===== src/hdl/sb7seg_pkg.sv =====
// shared types, constants and glyph functions for the signed binary to
// seven-segment converter; no dependencies
package sb7seg_pkg;

  localparam int VALUE_W         = 32;
  localparam int SEG_W           = 7;
  localparam int COUNT_W         = 4;
  localparam int OUT_POSITIONS   = 8;
  localparam int MAX_DIGITS      = 10;
  localparam int BCD_W           = 4 * MAX_DIGITS;
  localparam int SYMBOL_POSITIONS_DEF = 8;

  // double dabble split: steps per stage times stages covers every input bit
  localparam int DD_STEPS  = 8;
  localparam int DD_STAGES = VALUE_W / DD_STEPS;

  localparam int ERR_SYMBOLS = 5;

  localparam logic [SEG_W-1:0] SEG_BLANK = 7'h00;
  localparam logic [SEG_W-1:0] SEG_MINUS = 7'h40;
  localparam logic [SEG_W-1:0] SEG_E     = 7'h79;
  localparam logic [SEG_W-1:0] SEG_R     = 7'h50;
  localparam logic [SEG_W-1:0] SEG_O     = 7'h5C;

  // conversion state carried through the double dabble stages
  typedef struct packed {
    logic               neg;
    logic [BCD_W-1:0]   bcd;
    logic [VALUE_W-1:0] bin;
  } dd_t;

  // after digit count, before glyph lookup
  typedef struct packed {
    logic               neg;
    logic               err;
    logic [COUNT_W-1:0] total;
    logic [BCD_W-1:0]   bcd;
  } cnt_t;

  // one finished result beat
  typedef struct packed {
    logic [OUT_POSITIONS-1:0][SEG_W-1:0] seg;
    logic [COUNT_W-1:0]                  count;
    logic                                err;
  } res_t;

  // one shift-and-add-3 step
  function automatic dd_t dd_step(dd_t s);
    dd_t r;
    logic [BCD_W-1:0] adj;
    r = s;
    adj = s.bcd;
    for (int i = 0; i < MAX_DIGITS; i++) begin
      if (s.bcd[4*i +: 4] >= 4'd5) begin
        adj[4*i +: 4] = s.bcd[4*i +: 4] + 4'd3;
      end
    end
    {r.bcd, r.bin} = {adj[BCD_W-2:0], s.bin, 1'b0};
    return r;
  endfunction

  function automatic logic [SEG_W-1:0] digit_glyph(logic [3:0] d);
    logic [SEG_W-1:0] g;
    case (d)
      4'd0: g = 7'h3F;
      4'd1: g = 7'h06;
      4'd2: g = 7'h5B;
      4'd3: g = 7'h4F;
      4'd4: g = 7'h66;
      4'd5: g = 7'h6D;
      4'd6: g = 7'h7D;
      4'd7: g = 7'h07;
      4'd8: g = 7'h7F;
      4'd9: g = 7'h6F;
      default: g = SEG_BLANK;
    endcase
    return g;
  endfunction

  // "E r r o r" pattern by position
  function automatic logic [SEG_W-1:0] err_glyph(int unsigned k);
    logic [SEG_W-1:0] g;
    case (k)
      0: g = SEG_E;
      1: g = SEG_R;
      2: g = SEG_R;
      3: g = SEG_O;
      4: g = SEG_R;
      default: g = SEG_BLANK;
    endcase
    return g;
  endfunction

endpackage


===== src/hdl/sb7seg_dd_stage.sv =====
// one double dabble pipeline stage: DD_STEPS shift-and-add-3 steps, registered
// depends on sb7seg_pkg
module sb7seg_dd_stage (
  input  logic              clk,
  input  logic              rst,
  input  logic              in_valid,
  output logic              in_ready,
  input  sb7seg_pkg::dd_t   in_data,
  output logic              out_valid,
  input  logic              out_ready,
  output sb7seg_pkg::dd_t   out_data
);

  sb7seg_pkg::dd_t data_next;
  logic            valid;
  sb7seg_pkg::dd_t data;

  always_comb begin
    data_next = in_data;
    for (int i = 0; i < sb7seg_pkg::DD_STEPS; i++) begin
      data_next = sb7seg_pkg::dd_step(data_next);
    end
  end

  assign in_ready = !valid || out_ready;

  always_ff @(posedge clk) begin
    if (rst) begin
      valid <= 1'b0;
    end else if (in_ready) begin
      valid <= in_valid;
    end
  end

  always_ff @(posedge clk) begin
    if (in_ready && in_valid) begin
      data <= data_next;
    end
  end

  assign out_valid = valid;
  assign out_data  = data;

endmodule


===== src/hdl/sb7seg_format.sv =====
// digit count, overflow check and glyph placement, two register stages
// depends on sb7seg_pkg
module sb7seg_format #(
  parameter int SYMBOL_POSITIONS = sb7seg_pkg::SYMBOL_POSITIONS_DEF
) (
  input  logic              clk,
  input  logic              rst,
  input  logic              in_valid,
  output logic              in_ready,
  input  sb7seg_pkg::dd_t   in_data,
  output logic              out_valid,
  input  logic              out_ready,
  output sb7seg_pkg::res_t  out_data
);

  // count stage
  sb7seg_pkg::cnt_t cnt_next;
  sb7seg_pkg::cnt_t cnt;
  logic             cnt_valid;
  logic             cnt_ready;
  logic [sb7seg_pkg::COUNT_W-1:0] nd;

  // output stage
  sb7seg_pkg::res_t res_next;
  sb7seg_pkg::res_t res;
  logic             res_valid;
  logic             res_ready;

  always_comb begin
    nd = 4'd1;
    for (int i = 1; i < sb7seg_pkg::MAX_DIGITS; i++) begin
      if (in_data.bcd[4*i +: 4] != 4'd0) begin
        nd = sb7seg_pkg::COUNT_W'(i + 1);
      end
    end
    cnt_next.neg   = in_data.neg;
    cnt_next.bcd   = in_data.bcd;
    cnt_next.total = nd + sb7seg_pkg::COUNT_W'(in_data.neg);
    cnt_next.err   = cnt_next.total > sb7seg_pkg::COUNT_W'(SYMBOL_POSITIONS);
  end

  assign in_ready = !cnt_valid || cnt_ready;

  always_ff @(posedge clk) begin
    if (rst) begin
      cnt_valid <= 1'b0;
    end else if (in_ready) begin
      cnt_valid <= in_valid;
    end
  end

  always_ff @(posedge clk) begin
    if (in_ready && in_valid) begin
      cnt <= cnt_next;
    end
  end

  // symbol k shows digit total-1-k; the minus takes slot 0
  always_comb begin
    logic [sb7seg_pkg::COUNT_W-1:0] p;
    logic [3:0]                     d;
    res_next.err   = cnt.err;
    res_next.count = cnt.err ? sb7seg_pkg::COUNT_W'(sb7seg_pkg::ERR_SYMBOLS) : cnt.total;
    for (int k = 0; k < sb7seg_pkg::OUT_POSITIONS; k++) begin
      p = cnt.total - 4'd1 - sb7seg_pkg::COUNT_W'(k);
      d = 4'(cnt.bcd >> {p, 2'b00});
      if (cnt.err) begin
        res_next.seg[k] = sb7seg_pkg::err_glyph(k);
      end else if (sb7seg_pkg::COUNT_W'(k) >= cnt.total) begin
        res_next.seg[k] = sb7seg_pkg::SEG_BLANK;
      end else if (cnt.neg && k == 0) begin
        res_next.seg[k] = sb7seg_pkg::SEG_MINUS;
      end else begin
        res_next.seg[k] = sb7seg_pkg::digit_glyph(d);
      end
    end
  end

  assign res_ready = !res_valid || out_ready;
  assign cnt_ready = res_ready;

  always_ff @(posedge clk) begin
    if (rst) begin
      res_valid <= 1'b0;
    end else if (res_ready) begin
      res_valid <= cnt_valid;
    end
  end

  always_ff @(posedge clk) begin
    if (res_ready && cnt_valid) begin
      res <= res_next;
    end
  end

  assign out_valid = res_valid;
  assign out_data  = res;

endmodule


===== src/hdl/signed_binary_to_seven_segment.sv =====
// top level: signed 32-bit value to a row of seven-segment glyphs
// depends on sb7seg_pkg, sb7seg_dd_stage, sb7seg_format
//
//   channel   signals                                   beat
//   value     value_valid / value_ready / value         one signed integer
//   result    result_valid / result_ready / segments_*,  one display row
//             symbol_count, overflow_error
//
// one beat enters per cycle while result_ready keeps the pipe moving; seven register
// stages (sign/magnitude register, four double dabble stages of 8 steps, count stage,
// glyph/output register); the double dabble chain sets the depth
// rst is synchronous and clears only the valid bits; payload registers hold junk
// a stall at result_ready backs up stage by stage; every stage keeps its beat
// until the next stage takes it, so nothing is dropped or repeated
module signed_binary_to_seven_segment #(
  parameter int SYMBOL_POSITIONS = sb7seg_pkg::SYMBOL_POSITIONS_DEF
) (
  input  logic                          clk,
  input  logic                          rst,
  input  logic                          value_valid,
  output logic                          value_ready,
  input  logic signed [31:0]            value,
  output logic                          result_valid,
  input  logic                          result_ready,
  output logic [6:0]                    segments_0,
  output logic [6:0]                    segments_1,
  output logic [6:0]                    segments_2,
  output logic [6:0]                    segments_3,
  output logic [6:0]                    segments_4,
  output logic [6:0]                    segments_5,
  output logic [6:0]                    segments_6,
  output logic [6:0]                    segments_7,
  output logic [3:0]                    symbol_count,
  output logic                          overflow_error
);

  // sign/magnitude stage
  logic            sm_valid;
  logic            sm_ready;
  sb7seg_pkg::dd_t sm;
  sb7seg_pkg::dd_t sm_next;

  // double dabble chain: index 0 is the sign/magnitude stage output
  logic            ch_valid [sb7seg_pkg::DD_STAGES+1];
  logic            ch_ready [sb7seg_pkg::DD_STAGES+1];
  sb7seg_pkg::dd_t ch_data  [sb7seg_pkg::DD_STAGES+1];

  sb7seg_pkg::res_t res;

  // magnitude formed as unsigned, so the most negative value needs no extra bit
  always_comb begin
    sm_next.neg = value[31];
    sm_next.bcd = '0;
    sm_next.bin = value[31] ? (32'd0 - 32'(value)) : 32'(value);
  end

  assign value_ready = !sm_valid || sm_ready;

  always_ff @(posedge clk) begin
    if (rst) begin
      sm_valid <= 1'b0;
    end else if (value_ready) begin
      sm_valid <= value_valid;
    end
  end

  always_ff @(posedge clk) begin
    if (value_ready && value_valid) begin
      sm <= sm_next;
    end
  end

  assign ch_valid[0] = sm_valid;
  assign ch_data[0]  = sm;
  assign sm_ready    = ch_ready[0];

  for (genvar s = 0; s < sb7seg_pkg::DD_STAGES; s++) begin : g_dd
    sb7seg_dd_stage u_dd (
      .clk       (clk),
      .rst       (rst),
      .in_valid  (ch_valid[s]),
      .in_ready  (ch_ready[s]),
      .in_data   (ch_data[s]),
      .out_valid (ch_valid[s+1]),
      .out_ready (ch_ready[s+1]),
      .out_data  (ch_data[s+1])
    );
  end

  // digit count and glyph placement, ends in the output register
  sb7seg_format #(
    .SYMBOL_POSITIONS (SYMBOL_POSITIONS)
  ) u_format (
    .clk       (clk),
    .rst       (rst),
    .in_valid  (ch_valid[sb7seg_pkg::DD_STAGES]),
    .in_ready  (ch_ready[sb7seg_pkg::DD_STAGES]),
    .in_data   (ch_data[sb7seg_pkg::DD_STAGES]),
    .out_valid (result_valid),
    .out_ready (result_ready),
    .out_data  (res)
  );

  assign segments_0     = res.seg[0];
  assign segments_1     = res.seg[1];
  assign segments_2     = res.seg[2];
  assign segments_3     = res.seg[3];
  assign segments_4     = res.seg[4];
  assign segments_5     = res.seg[5];
  assign segments_6     = res.seg[6];
  assign segments_7     = res.seg[7];
  assign symbol_count   = res.count;
  assign overflow_error = res.err;

  // an error row always reports five symbols and starts with E
  a_err_row: assert property (@(posedge clk) disable iff (rst)
    result_valid && overflow_error |-> symbol_count == 4'd5 && segments_0 == sb7seg_pkg::SEG_E)
    else $error("error row malformed");

  // a good row uses between one and the allowed number of symbols
  a_count_range: assert property (@(posedge clk) disable iff (rst)
    result_valid && !overflow_error |->
      symbol_count != 4'd0 && symbol_count <= 4'(SYMBOL_POSITIONS))
    else $error("symbol count out of range");

  // the leftmost position of a good row is never blank
  a_lead_symbol: assert property (@(posedge clk) disable iff (rst)
    result_valid && !overflow_error |-> segments_0 != sb7seg_pkg::SEG_BLANK)
    else $error("leftmost symbol blank");

  // nothing comes out the cycle after reset
  a_reset_empty: assert property (@(posedge clk)
    rst |=> !result_valid)
    else $error("result valid after reset");

endmodule

===== config.mk =====
export PLATFORM = sky130hd
export DESIGN_NAME = signed_binary_to_seven_segment
export DESIGN_NICKNAME = d
export VERILOG_FILES = /design/src/hdl/sb7seg_pkg.sv /design/src/hdl/sb7seg_dd_stage.sv /design/src/hdl/sb7seg_format.sv /design/src/hdl/signed_binary_to_seven_segment.sv
export SDC_FILE = /design/constraint.sdc
export NUM_CORES = 1
export LEC_CHECK = 0
export CAP_MARGIN = 20
export CORE_UTILIZATION = 32
export CTS_CLUSTER_SIZE = 10
export DETAILED_ROUTE_END_ITERATION = 12
export DONT_BUFFER_PORTS = 1
export PLACE_DENSITY = 0.52
export SLEW_MARGIN = 30
export SYNTH_ARGS = -nofsm -noshare
export SYNTH_HDL_FRONTEND = slang
export SYNTH_SLANG_ARGS = --single-unit
export TNS_END_PERCENT = 100

===== constraint.sdc =====
create_clock -name clk -period 6.45 [get_ports clk]
set_clock_uncertainty 0.2 [all_clocks]
set_input_delay 1.29 -clock clk [delete_from_list [all_inputs] [get_ports clk]]
set_output_delay 1.29 -clock clk [all_outputs]
set_load 0.1 [all_outputs]

# Yosys cells after proc, flatten, opt, wreduce, memory -nomap -nowiden
# Memory sizes are Yosys's and may differ from the RTL's. A register that Yosys moved wholly into a read port is not among the register bits.
# Index checks and enable logic that the tools add are counted.
[classes] addsub=275 magnitude_cmp=274 n_shift=8 muxes=281 reduce_logical=38
[ops] cell="$ge 4x3->1 const B" n=255
[ops] cell="$mux 4" n=250
[ops] cell="$add 4x2->4 const B" n=234
[ops] cell="$shr 40x6->4" n=8
[ops] cell="$mux 3" n=22
[ops] cell="$add 3x2->3 const B" n=21
[ops] cell="$mux 7" n=6
[ops] cell="$reduce_bool 4->1" n=9
[ops] cell="$sub 1x32->32 const A" n=1
[ops] cell="$mux 31" n=1
[ops] cell="$add 1x2->3 const B" n=9
[ops] cell="$ge 1x3->1 const B" n=9
[ops] cell="$ge 3x4->1 const A" n=4
[ops] cell="$sub 4x3->4 const B" n=4
[ops] cell="$reduce_or 2->1" n=7
[ops] cell="$ge 1x4->1 const A" n=2
[ops] cell="$ge 2x4->1 const A" n=2
[ops] cell="$sub 4x1->4 const B" n=2
[ops] cell="$sub 4x2->4 const B" n=2
[ops] cell="$logic_and 1x1->1" n=7
[ops] cell="$logic_not 1->1" n=7
[ops] cell="$logic_or 1x1->1" n=7
[ops] cell="$add 4x1->4" n=1
[ops] cell="$gt 4x4->1 const B" n=1
[ops] cell="other kinds (5)" n=5
[totals] regBits=326 mem_bits_ro=896 inputBits=36 output_inout_bits=63 word_cells=922 mem_count=8
[memory_table] name="(no name shown)" depth=16 width=7 read_ports=1 rd_clocked_by_memory_dff=0 wr=0 line_no="sb7seg_pkg.sv:64" text="case (d)"
[memory_table] name="(no name shown)" depth=16 width=7 read_ports=1 rd_clocked_by_memory_dff=0 wr=0 line_no="sb7seg_pkg.sv:64"
[memory_table] name="(no name shown)" depth=16 width=7 read_ports=1 rd_clocked_by_memory_dff=0 wr=0 line_no="sb7seg_pkg.sv:64"
[memory_table] name="(no name shown)" depth=16 width=7 read_ports=1 rd_clocked_by_memory_dff=0 wr=0 line_no="sb7seg_pkg.sv:64"
[memory_table] name="(no name shown)" depth=16 width=7 read_ports=1 rd_clocked_by_memory_dff=0 wr=0 line_no="sb7seg_pkg.sv:64"
[memory_table] name="(no name shown)" depth=16 width=7 read_ports=1 rd_clocked_by_memory_dff=1 wr=0 line_no="sb7seg_pkg.sv:64"
[memory_table] name="2 more memories"

# Depth between registers and ports, before layout
# Gate-level depths: netlist (run 1).
[logic_depth] word_depth=16 depth_mapped=38 ltp_nobuf=38

# Hierarchy
# Synthesis (run 1) repeated with hierarchy kept, for this count alone.
[unflattened] hier_cells=7973 hier_area_um2=62301.0
[by_module_without_submodules] module="sb7seg_dd_stage" n_inst=4 cells_each=1792 area_per_inst_um2=13227.7
[by_module_without_submodules] module="sb7seg_format" n_inst=1 cells_each=669 area_per_inst_um2=7584.8
[by_module_without_submodules] module="signed_binary_to_seven_segment" n_inst=1 cells_each=136 area_per_inst_um2=1805.5

# Worst setup path before layout (run 1)
# Ideal clock, no wire load.
[synth_timing] path_type="reg-to-reg" start="register g_dd[2].u_dd.data (netlist bit g_dd[2].u_dd.out_data[60])" end="register g_dd[3].u_dd.data (netlist bit g_dd[3].u_dd.out_data[69]), data pin" t_arrival_ns=6.631 required_ns=5.985 path_slack_ns=-0.647 stages_incl_launch_ff=39 path_buffers=0 synth_period_minus_slack_ns=7.097 path_cell_list="edfxtp_1 > inv_1 > ha_1 > inv_1 > ha_1 > a21oi_1 > xnor2_1 > ha_1 > inv_1 > a211oi_1 > o21ai_0 > a32oi_1 > o21ai_0 > xnor2_1 > nand2_1 > ha_1 > a21oi_1 > nor2b_1 > (+3 left out) > inv_1 > ha_1 > nor3_1 > o21bai_1 > mux2_2 > inv_1 > nand2b_1 > nand2_1 > xor2_1 > ha_1 > inv_1 > ha_1 > a21oi_1 > xnor2_1 > ha_1 > nor2b_1 > o21a_1 > xor2_1"
[synth_lines] element="start: declaration" line_no="sb7seg_dd_stage.sv:16" text="sb7seg_pkg::dd_t data;"
[synth_lines] element="start signal: assignment" line_no="sb7seg_dd_stage.sv:37" text="data <= data_next;"
[synth_lines] element="end signal: assignment" line_no="sb7seg_dd_stage.sv:37"
[synth_lines] element="end: declaration" line_no="sb7seg_dd_stage.sv:16"

==> qor.yml, run 1 <==
critical_path:
  max_stage_delay_ns: 0.47
  crit_path_max_fanout: 4
  startpoint_type: "flip-flop"
  critical_path_class: "reg2reg"
  arrival_ns: 6.36
  cp.required_ns: 6.56
  critPathSlowestCell: "edfxtp_1"
  crit_path_end_kind: "flip-flop"
route:
  drc: 0
  avgViaCountPerCell: 5.28
  postRouteAntennaNets: 0
  wl_per_cell_um: 13.3
  finalWirelength_um: 73700
  drtIter0Drc: 1266
  drt_first_pass_iters: 5
  num_vias: 29300
place:
  dp_worst_setup_slack_ns: -0.0596
  dp_cells: 5377
  dp_hpwl_um: 55100
  io_buffers: 0
  gp_congestion: 0.845
cells_and_area:
  syn2layout_area_growth_pct: 23.7
  final_layout_size_suffix_gt1_frac: 0.253
  nFillCells: 10100
  seq_area_um2: 8970
  multi_input_area_um2: 24100
  final_core_util: 0.400
  fin_cells: 5551
  nNetsFinal: 4468
  diodes: 0
global_route:
  track_usage: 0.136
  grt_pass1_wl_um: 123000
  antenna_found_initial: 0
  overflow: 0
  grt_pass1_vias: 26500
  grt_start_max_net_pins: 62
logic_synthesis:
  synthesis.nets: 4126
  synth_top_area_share: 0.273
  synth_area_um2: 32300
  synth_cell_type_count: 126
  synth_edf_count: 294
  yosysWarnings: 0
  synthArstFlopShare: 0
  yosys.area.top_type: "edfxtp_1"
  synthFlopType: "edfxtp_1"
  ys_seq_area_frac: 0.277
  ys_ff_latch: 301
  synthCells: 3884
  synth_area_leaders: "edfxtp_1 27%, ha_1 8.0%, a21oi_1 4.7%"
  avgSynthCellArea_um2: 8.33
floorplanning:
  die_area_um2: 102000
  dieHeight_um: 320
  start_util: 0.323
  dieWidth_um: 320
  num_io_pins: 99
  core_um2: 100000
  rows: 116
sta:
  hold_viol: 0
  setup_viol: 0
  worst_slack_ns: 0.200
  maxSlewHeadroom: 0.370
  min_period_over_period: 0.969
  max_freq_mhz: 160
  fin_crit_ns: 6.25
  final_max_slew_viol_count: 0
  hold-worst-slack_ns: 0.210
  max_slew.worst_pin.slew_ns: 0.947
  rsz0062_at_grt: "yes"
clocking:
  cts_buffers: 40
  cts_max_path_buffers: 3
  cts_hold_buf: 0
  clkTransAtPathRegs_ns: 0.05
  clkSinkCount: 301
  cts_tree: "built"
  h-tree-depth: 2
  insertion_delay_ns: 0.57
  cts-root-buf: "clkbuf_16"
run:
  drv_cap: 0
outcome:
  status: "finished clean"
hold_path:
  hp-class: "reg2reg"
worst paths after layout:
kind / slack (ns) / to / cells past startpoint / startpoint
worst max register to register: 0.20 / g_dd[1].u_dd.out_data[41]$_DFFE_PP_ / 33 / g_dd[0].u_dd.out_data[36]$_DFFE_PP_
worst min register to register: 0.21 / g_dd[0].u_dd.out_data[22]$_DFFE_PP_ / 0 / ch_data[306]$_DFFE_PP_
worst min-delay path: 0.21 / g_dd[0].u_dd.out_data[22]$_DFFE_PP_ / 0 / ch_data[306]$_DFFE_PP_
worst max-delay path: 0.20 / g_dd[1].u_dd.out_data[41]$_DFFE_PP_ / 33 / g_dd[0].u_dd.out_data[36]$_DFFE_PP_
cells by family (layout without fill, tap and decap cells):
group	Yosys count	count (layout)	share of synthesized area
compound gates	1373	1373	0.288
xor+xnor	150	150	0.0431
fa+ha+maj	212	212	0.0815
buf+inv	369	738	0.0440
flops	301	301	0.277
mux	228	228	0.0795
simple gates	1251	1251	0.186
layer usage:
metal | global-route usage | part of all wire
met1 | 0.182 | 0.48
met2 | 0.233 | 0.48
met3 | 0.0167 | 0.027
met4 | 0.0305 | 0.016
met5 | 0 | 0
per-stage QoR:
step                area (um^2)  setup TNS (ns)
finish                    40000               0
detailed placement        36200          -0.218
global route              40000           -2.09
floorplan                 32600        -0.00419
global placement          36200               0
CTS                       37500         -0.0135
cell usage after synthesis (all sizes together) (15+ instances only):
cell type,instances
o21bai,35
o22a,16
and2,51
a22oi,28
nor2,356
a21o,48
o22ai,46
a21boi,28
o211ai,63
a31oi,48
mux2i,140
nand3,83
or4,19
a22o,15
inv,244
clkbuf,94
xnor2,111
and3,27
nand2b,60
edfxtp,294
nor4,21
nor3,85
or3,36
nand3b,19
xor2,37
o21a,50
buf,27
nor2b,60
o31ai,37
or2,56
nand2,339
a21oi,305
a211oi,79
ha,206
o21ai,335
mux2,77
a211o,26
sequential cells by signal (all words and copies together), names as in the netlist:
signal,count
ch_data,33
g_dd.u_dd.out_data,154
g_dd.u_dd.out_valid,4
sm_valid,1
u_format.cnt,46
u_format.cnt_valid,1
u_format.out_data,61
u_format.out_valid,1
layout make-up:
class | count | area share
Clock buffer | 58 | 0.0282
Clock inverter | 11 | 0.00238
Inverter | 248 | 0.0234
Multi-Input combinational cell | 3214 | 0.601
Sequential cell | 301 | 0.224
Tap cell | 1298 | 0.0406
Timing Repair Buffer | 421 | 0.0800
repair_timing:
action / 4_1_cts / 5_1_grt
pin swaps: 2 / 179
setup endpoints to repair: 19 / 76
endpoints found under the hold margin: 0 / 0
setup buffers: 3 / 102
gates resized for setup: 14 / 430
cells in the final DEF (no fill, tap or decap), types with 25 or more instances in the layout:
master | synthesis | layout
a211o_1 | 26 | 26
a211oi_1 | 74 | 48
a211oi_2 | 4 | 27
a21o_1 | 47 | 47
a21oi_1 | 301 | 268
a21oi_2 | 4 | 31
a31oi_1 | 48 | 41
and2_1 | 46 | 39
buf_4 | 3 | 414
clkbuf_16 | 0 | 41
edfxtp_1 | 294 | 294
ha_1 | 206 | 143
ha_2 | 0 | 38
ha_4 | 0 | 25
inv_1 | 239 | 213
inv_2 | 5 | 28
mux2_2 | 75 | 68
mux2i_1 | 133 | 123
nand2_1 | 339 | 325
nand2b_1 | 60 | 54
nand3_1 | 83 | 80
nor2_1 | 355 | 333
nor2b_1 | 59 | 40
nor3_1 | 83 | 71
o211ai_1 | 54 | 54
o21a_1 | 50 | 50
o21ai_0 | 299 | 258
o21ai_1 | 32 | 63
o21bai_1 | 35 | 31
o22ai_1 | 43 | 40
o31ai_1 | 34 | 25
or2_2 | 43 | 38
or3_1 | 36 | 28
xnor2_1 | 106 | 94
xor2_1 | 35 | 28
critical path, delay by kind of cell, from the launching register on:
kind / cells / cell delay [ns]
adder cells (fa/ha/maj): 6 / 0.99
buffers and inverters: 6 / 0.48
flip-flops: 1 / 0.47
multiplexers: 3 / 0.71
AND/OR/NAND/NOR: 7 / 1.08
AO/OA/AOI/OAI: 11 / 2.07
Power of run 1 is left out: the tool's default activity adds up to more than one toggle a clock period on the data nets, which glitch-free logic cannot reach.
==> run 2, diff against run 1 <==
--- a/config.mk
+++ b/config.mk
@@ -10,7 +10,7 @@
 export CTS_CLUSTER_SIZE = 10
 export DETAILED_ROUTE_END_ITERATION = 12
 export DONT_BUFFER_PORTS = 1
-export PLACE_DENSITY = 0.52
+export PLACE_DENSITY_LB_ADDON = 0.12
 export SLEW_MARGIN = 30
 export SYNTH_ARGS = -nofsm -noshare
 export SYNTH_HDL_FRONTEND = slang
==> qor.yml, run 2 (synthesis gave the netlist of run 1 again) <==
outcome:
  status: "finished clean"
route:
  drtIter0Drc: 1562
  avgViaCountPerCell: 5.23
  wl_per_cell_um: 13.7
  num_vias: 29200
  drt_first_pass_iters: 5
  postRouteAntennaNets: 0
  finalWirelength_um: 76200
  drc: 0
place:
  placed_area_um2: 36500
  gp_congestion: 0.810
  dp_hpwl_um: 57200
  io_buffers: 0
  dp_cells: 5420
global_route:
  grt_pass1_wl_um: 126000
  overflow: 0
  track_usage: 0.141
  antenna_found_initial: 1
  grt_pass1_vias: 26500
  grt_start_max_net_pins: 62
floorplanning:
  num_io_pins: 99
  die_area_um2: 102000
  core_um2: 100000
  dieWidth_um: 320
  start_util: 0.323
  rows: 116
  dieHeight_um: 320
sta:
  fin_crit_ns: 6.33
  max_freq_mhz: 158
  final_max_slew_viol_count: 0
  setup_tns_ns: 0
  rsz0062_at_grt: "yes"
  setup_viol: 0
  maxSlewHeadroom: 0.367
  max_slew.worst_pin.slew_ns: 0.948
  min_period_over_period: 0.981
  hold_viol: 0
cells_and_area:
  largest_reg_flops: 154
  final_layout_size_suffix_gt1_frac: 0.253
  diodes: 0
  fin_cells: 5573
  syn2layout_area_growth_pct: 23.9
  final_common_cell: "buf_4"
  layout_common_cells: "433 x buf_4, 331 x nor2_1, 327 x nand2_1"
  nNetsFinal: 4489
  final_core_util: 0.400
  final_cell_area_um2: 40100
clocking:
  clkTransAtPathRegs_ns: 0.06
  cts_tree: "built"
  h-tree-depth: 2
  cts_hold_buf: 0
  cts-root-buf: "clkbuf_16"
  insertion_delay_ns: 0.60
  clkSinkCount: 301
  cts_buffers: 42
  cts_max_path_buffers: 3
critical_path:
  startpoint_type: "flip-flop"
  cpMostUsedCell: "ha_4"
  critPathSlowestCell: "a211oi_1"
  cp.required_ns: 6.59
  r2r_cells: 34
  max_stage_delay_ns: 0.45
  arrival_ns: 6.47
  crit_path_end_kind: "flip-flop"
  crit_path_max_fanout: 5
  critical_path_class: "reg2reg"
hold_path:
  hp-class: "reg2reg"
  whs_path_depth: 0
run:
  drv_cap: 0
==> run 2: cell types whose count changed in the layout (fill, tap and decap cells not counted), moves of 4 or more <==
cell	previous run	this run
o21ai_1	63	53
ha_1	143	149
xnor2_1	94	98
buf_4	414	433
ha_2	38	33
a211oi_2	27	23
clkinvlp_4	1	5
and2_4	7	11
o22ai_2	3	8
o21ai_0	258	265
==> run 2: area by class of cell <==
type                    count  area, um^2
clock buffers              53        1100
flip-flops and latches    301        8970
repair buffers            440        3350
clock inverters            19         150
well taps                1298        1620
fillers                 10100       60100
multi-input cells        3214       23900
inverters                 248         938
==> run 2: critical path: cells and delay by family, from the launching register on <==
family | cells | cell delay [ns]
fa+ha+maj | 7 | 1.20
mux | 1 | 0.11
buf+inv | 5 | 0.46
xor+xnor | 4 | 0.67
compound gates | 7 | 1.53
simple gates | 10 | 1.48
flops | 1 | 0.39
==> run 2: repair_timing <==
| item | 4_1_cts | 5_1_grt |
|---|---|---|
| endpoints found under the setup margin | 11 | 75 |
| pin swaps | 1 | 166 |
| cloned | 0 | 0 |
| setup buffers | 2 | 79 |
| gates resized for setup | 5 | 408 |
==> run 2: worst paths after layout <==
kind | from | end | slack (ns)
hold / removal | ch_data[307]$_DFFE_PP_ | g_dd[0].u_dd.out_data[23]$_DFFE_PP_ | 0.21
setup / recovery | g_dd[2].u_dd.out_data[57]$_DFFE_PP_ | g_dd[3].u_dd.out_data[69]$_DFFE_PP_ | 0.12
setup reg to reg | g_dd[2].u_dd.out_data[57]$_DFFE_PP_ | g_dd[3].u_dd.out_data[69]$_DFFE_PP_ | 0.12
hold reg to reg | ch_data[307]$_DFFE_PP_ | g_dd[0].u_dd.out_data[23]$_DFFE_PP_ | 0.21
==> run 2: metrics by stage <==
stage                     worst slack, ns  hold slack (ns)
final                               0.122            0.208
after CTS                         0.00914            0.209
after detailed placement          -0.0501            0.205
after global placement             0.0633            0.201
after floorplan                  -0.00419            0.200
after global routing               -0.214            0.212
==> run 2: routing by layer <==
| layer | vias to the layer above | GRT usage | wire (um) |
|---|---|---|---|
| li1 | 15300 | - | - |
| met3 | 77 | 0.0165 | 2010 |
| met1 | 13400 | 0.195 | 38000 |
| met5 | - | 0 | 0 |
| met2 | 330 | 0.232 | 34700 |
| met4 | 0 | 0.0368 | 1430 |
Power of run 2 is left out for the same reason.
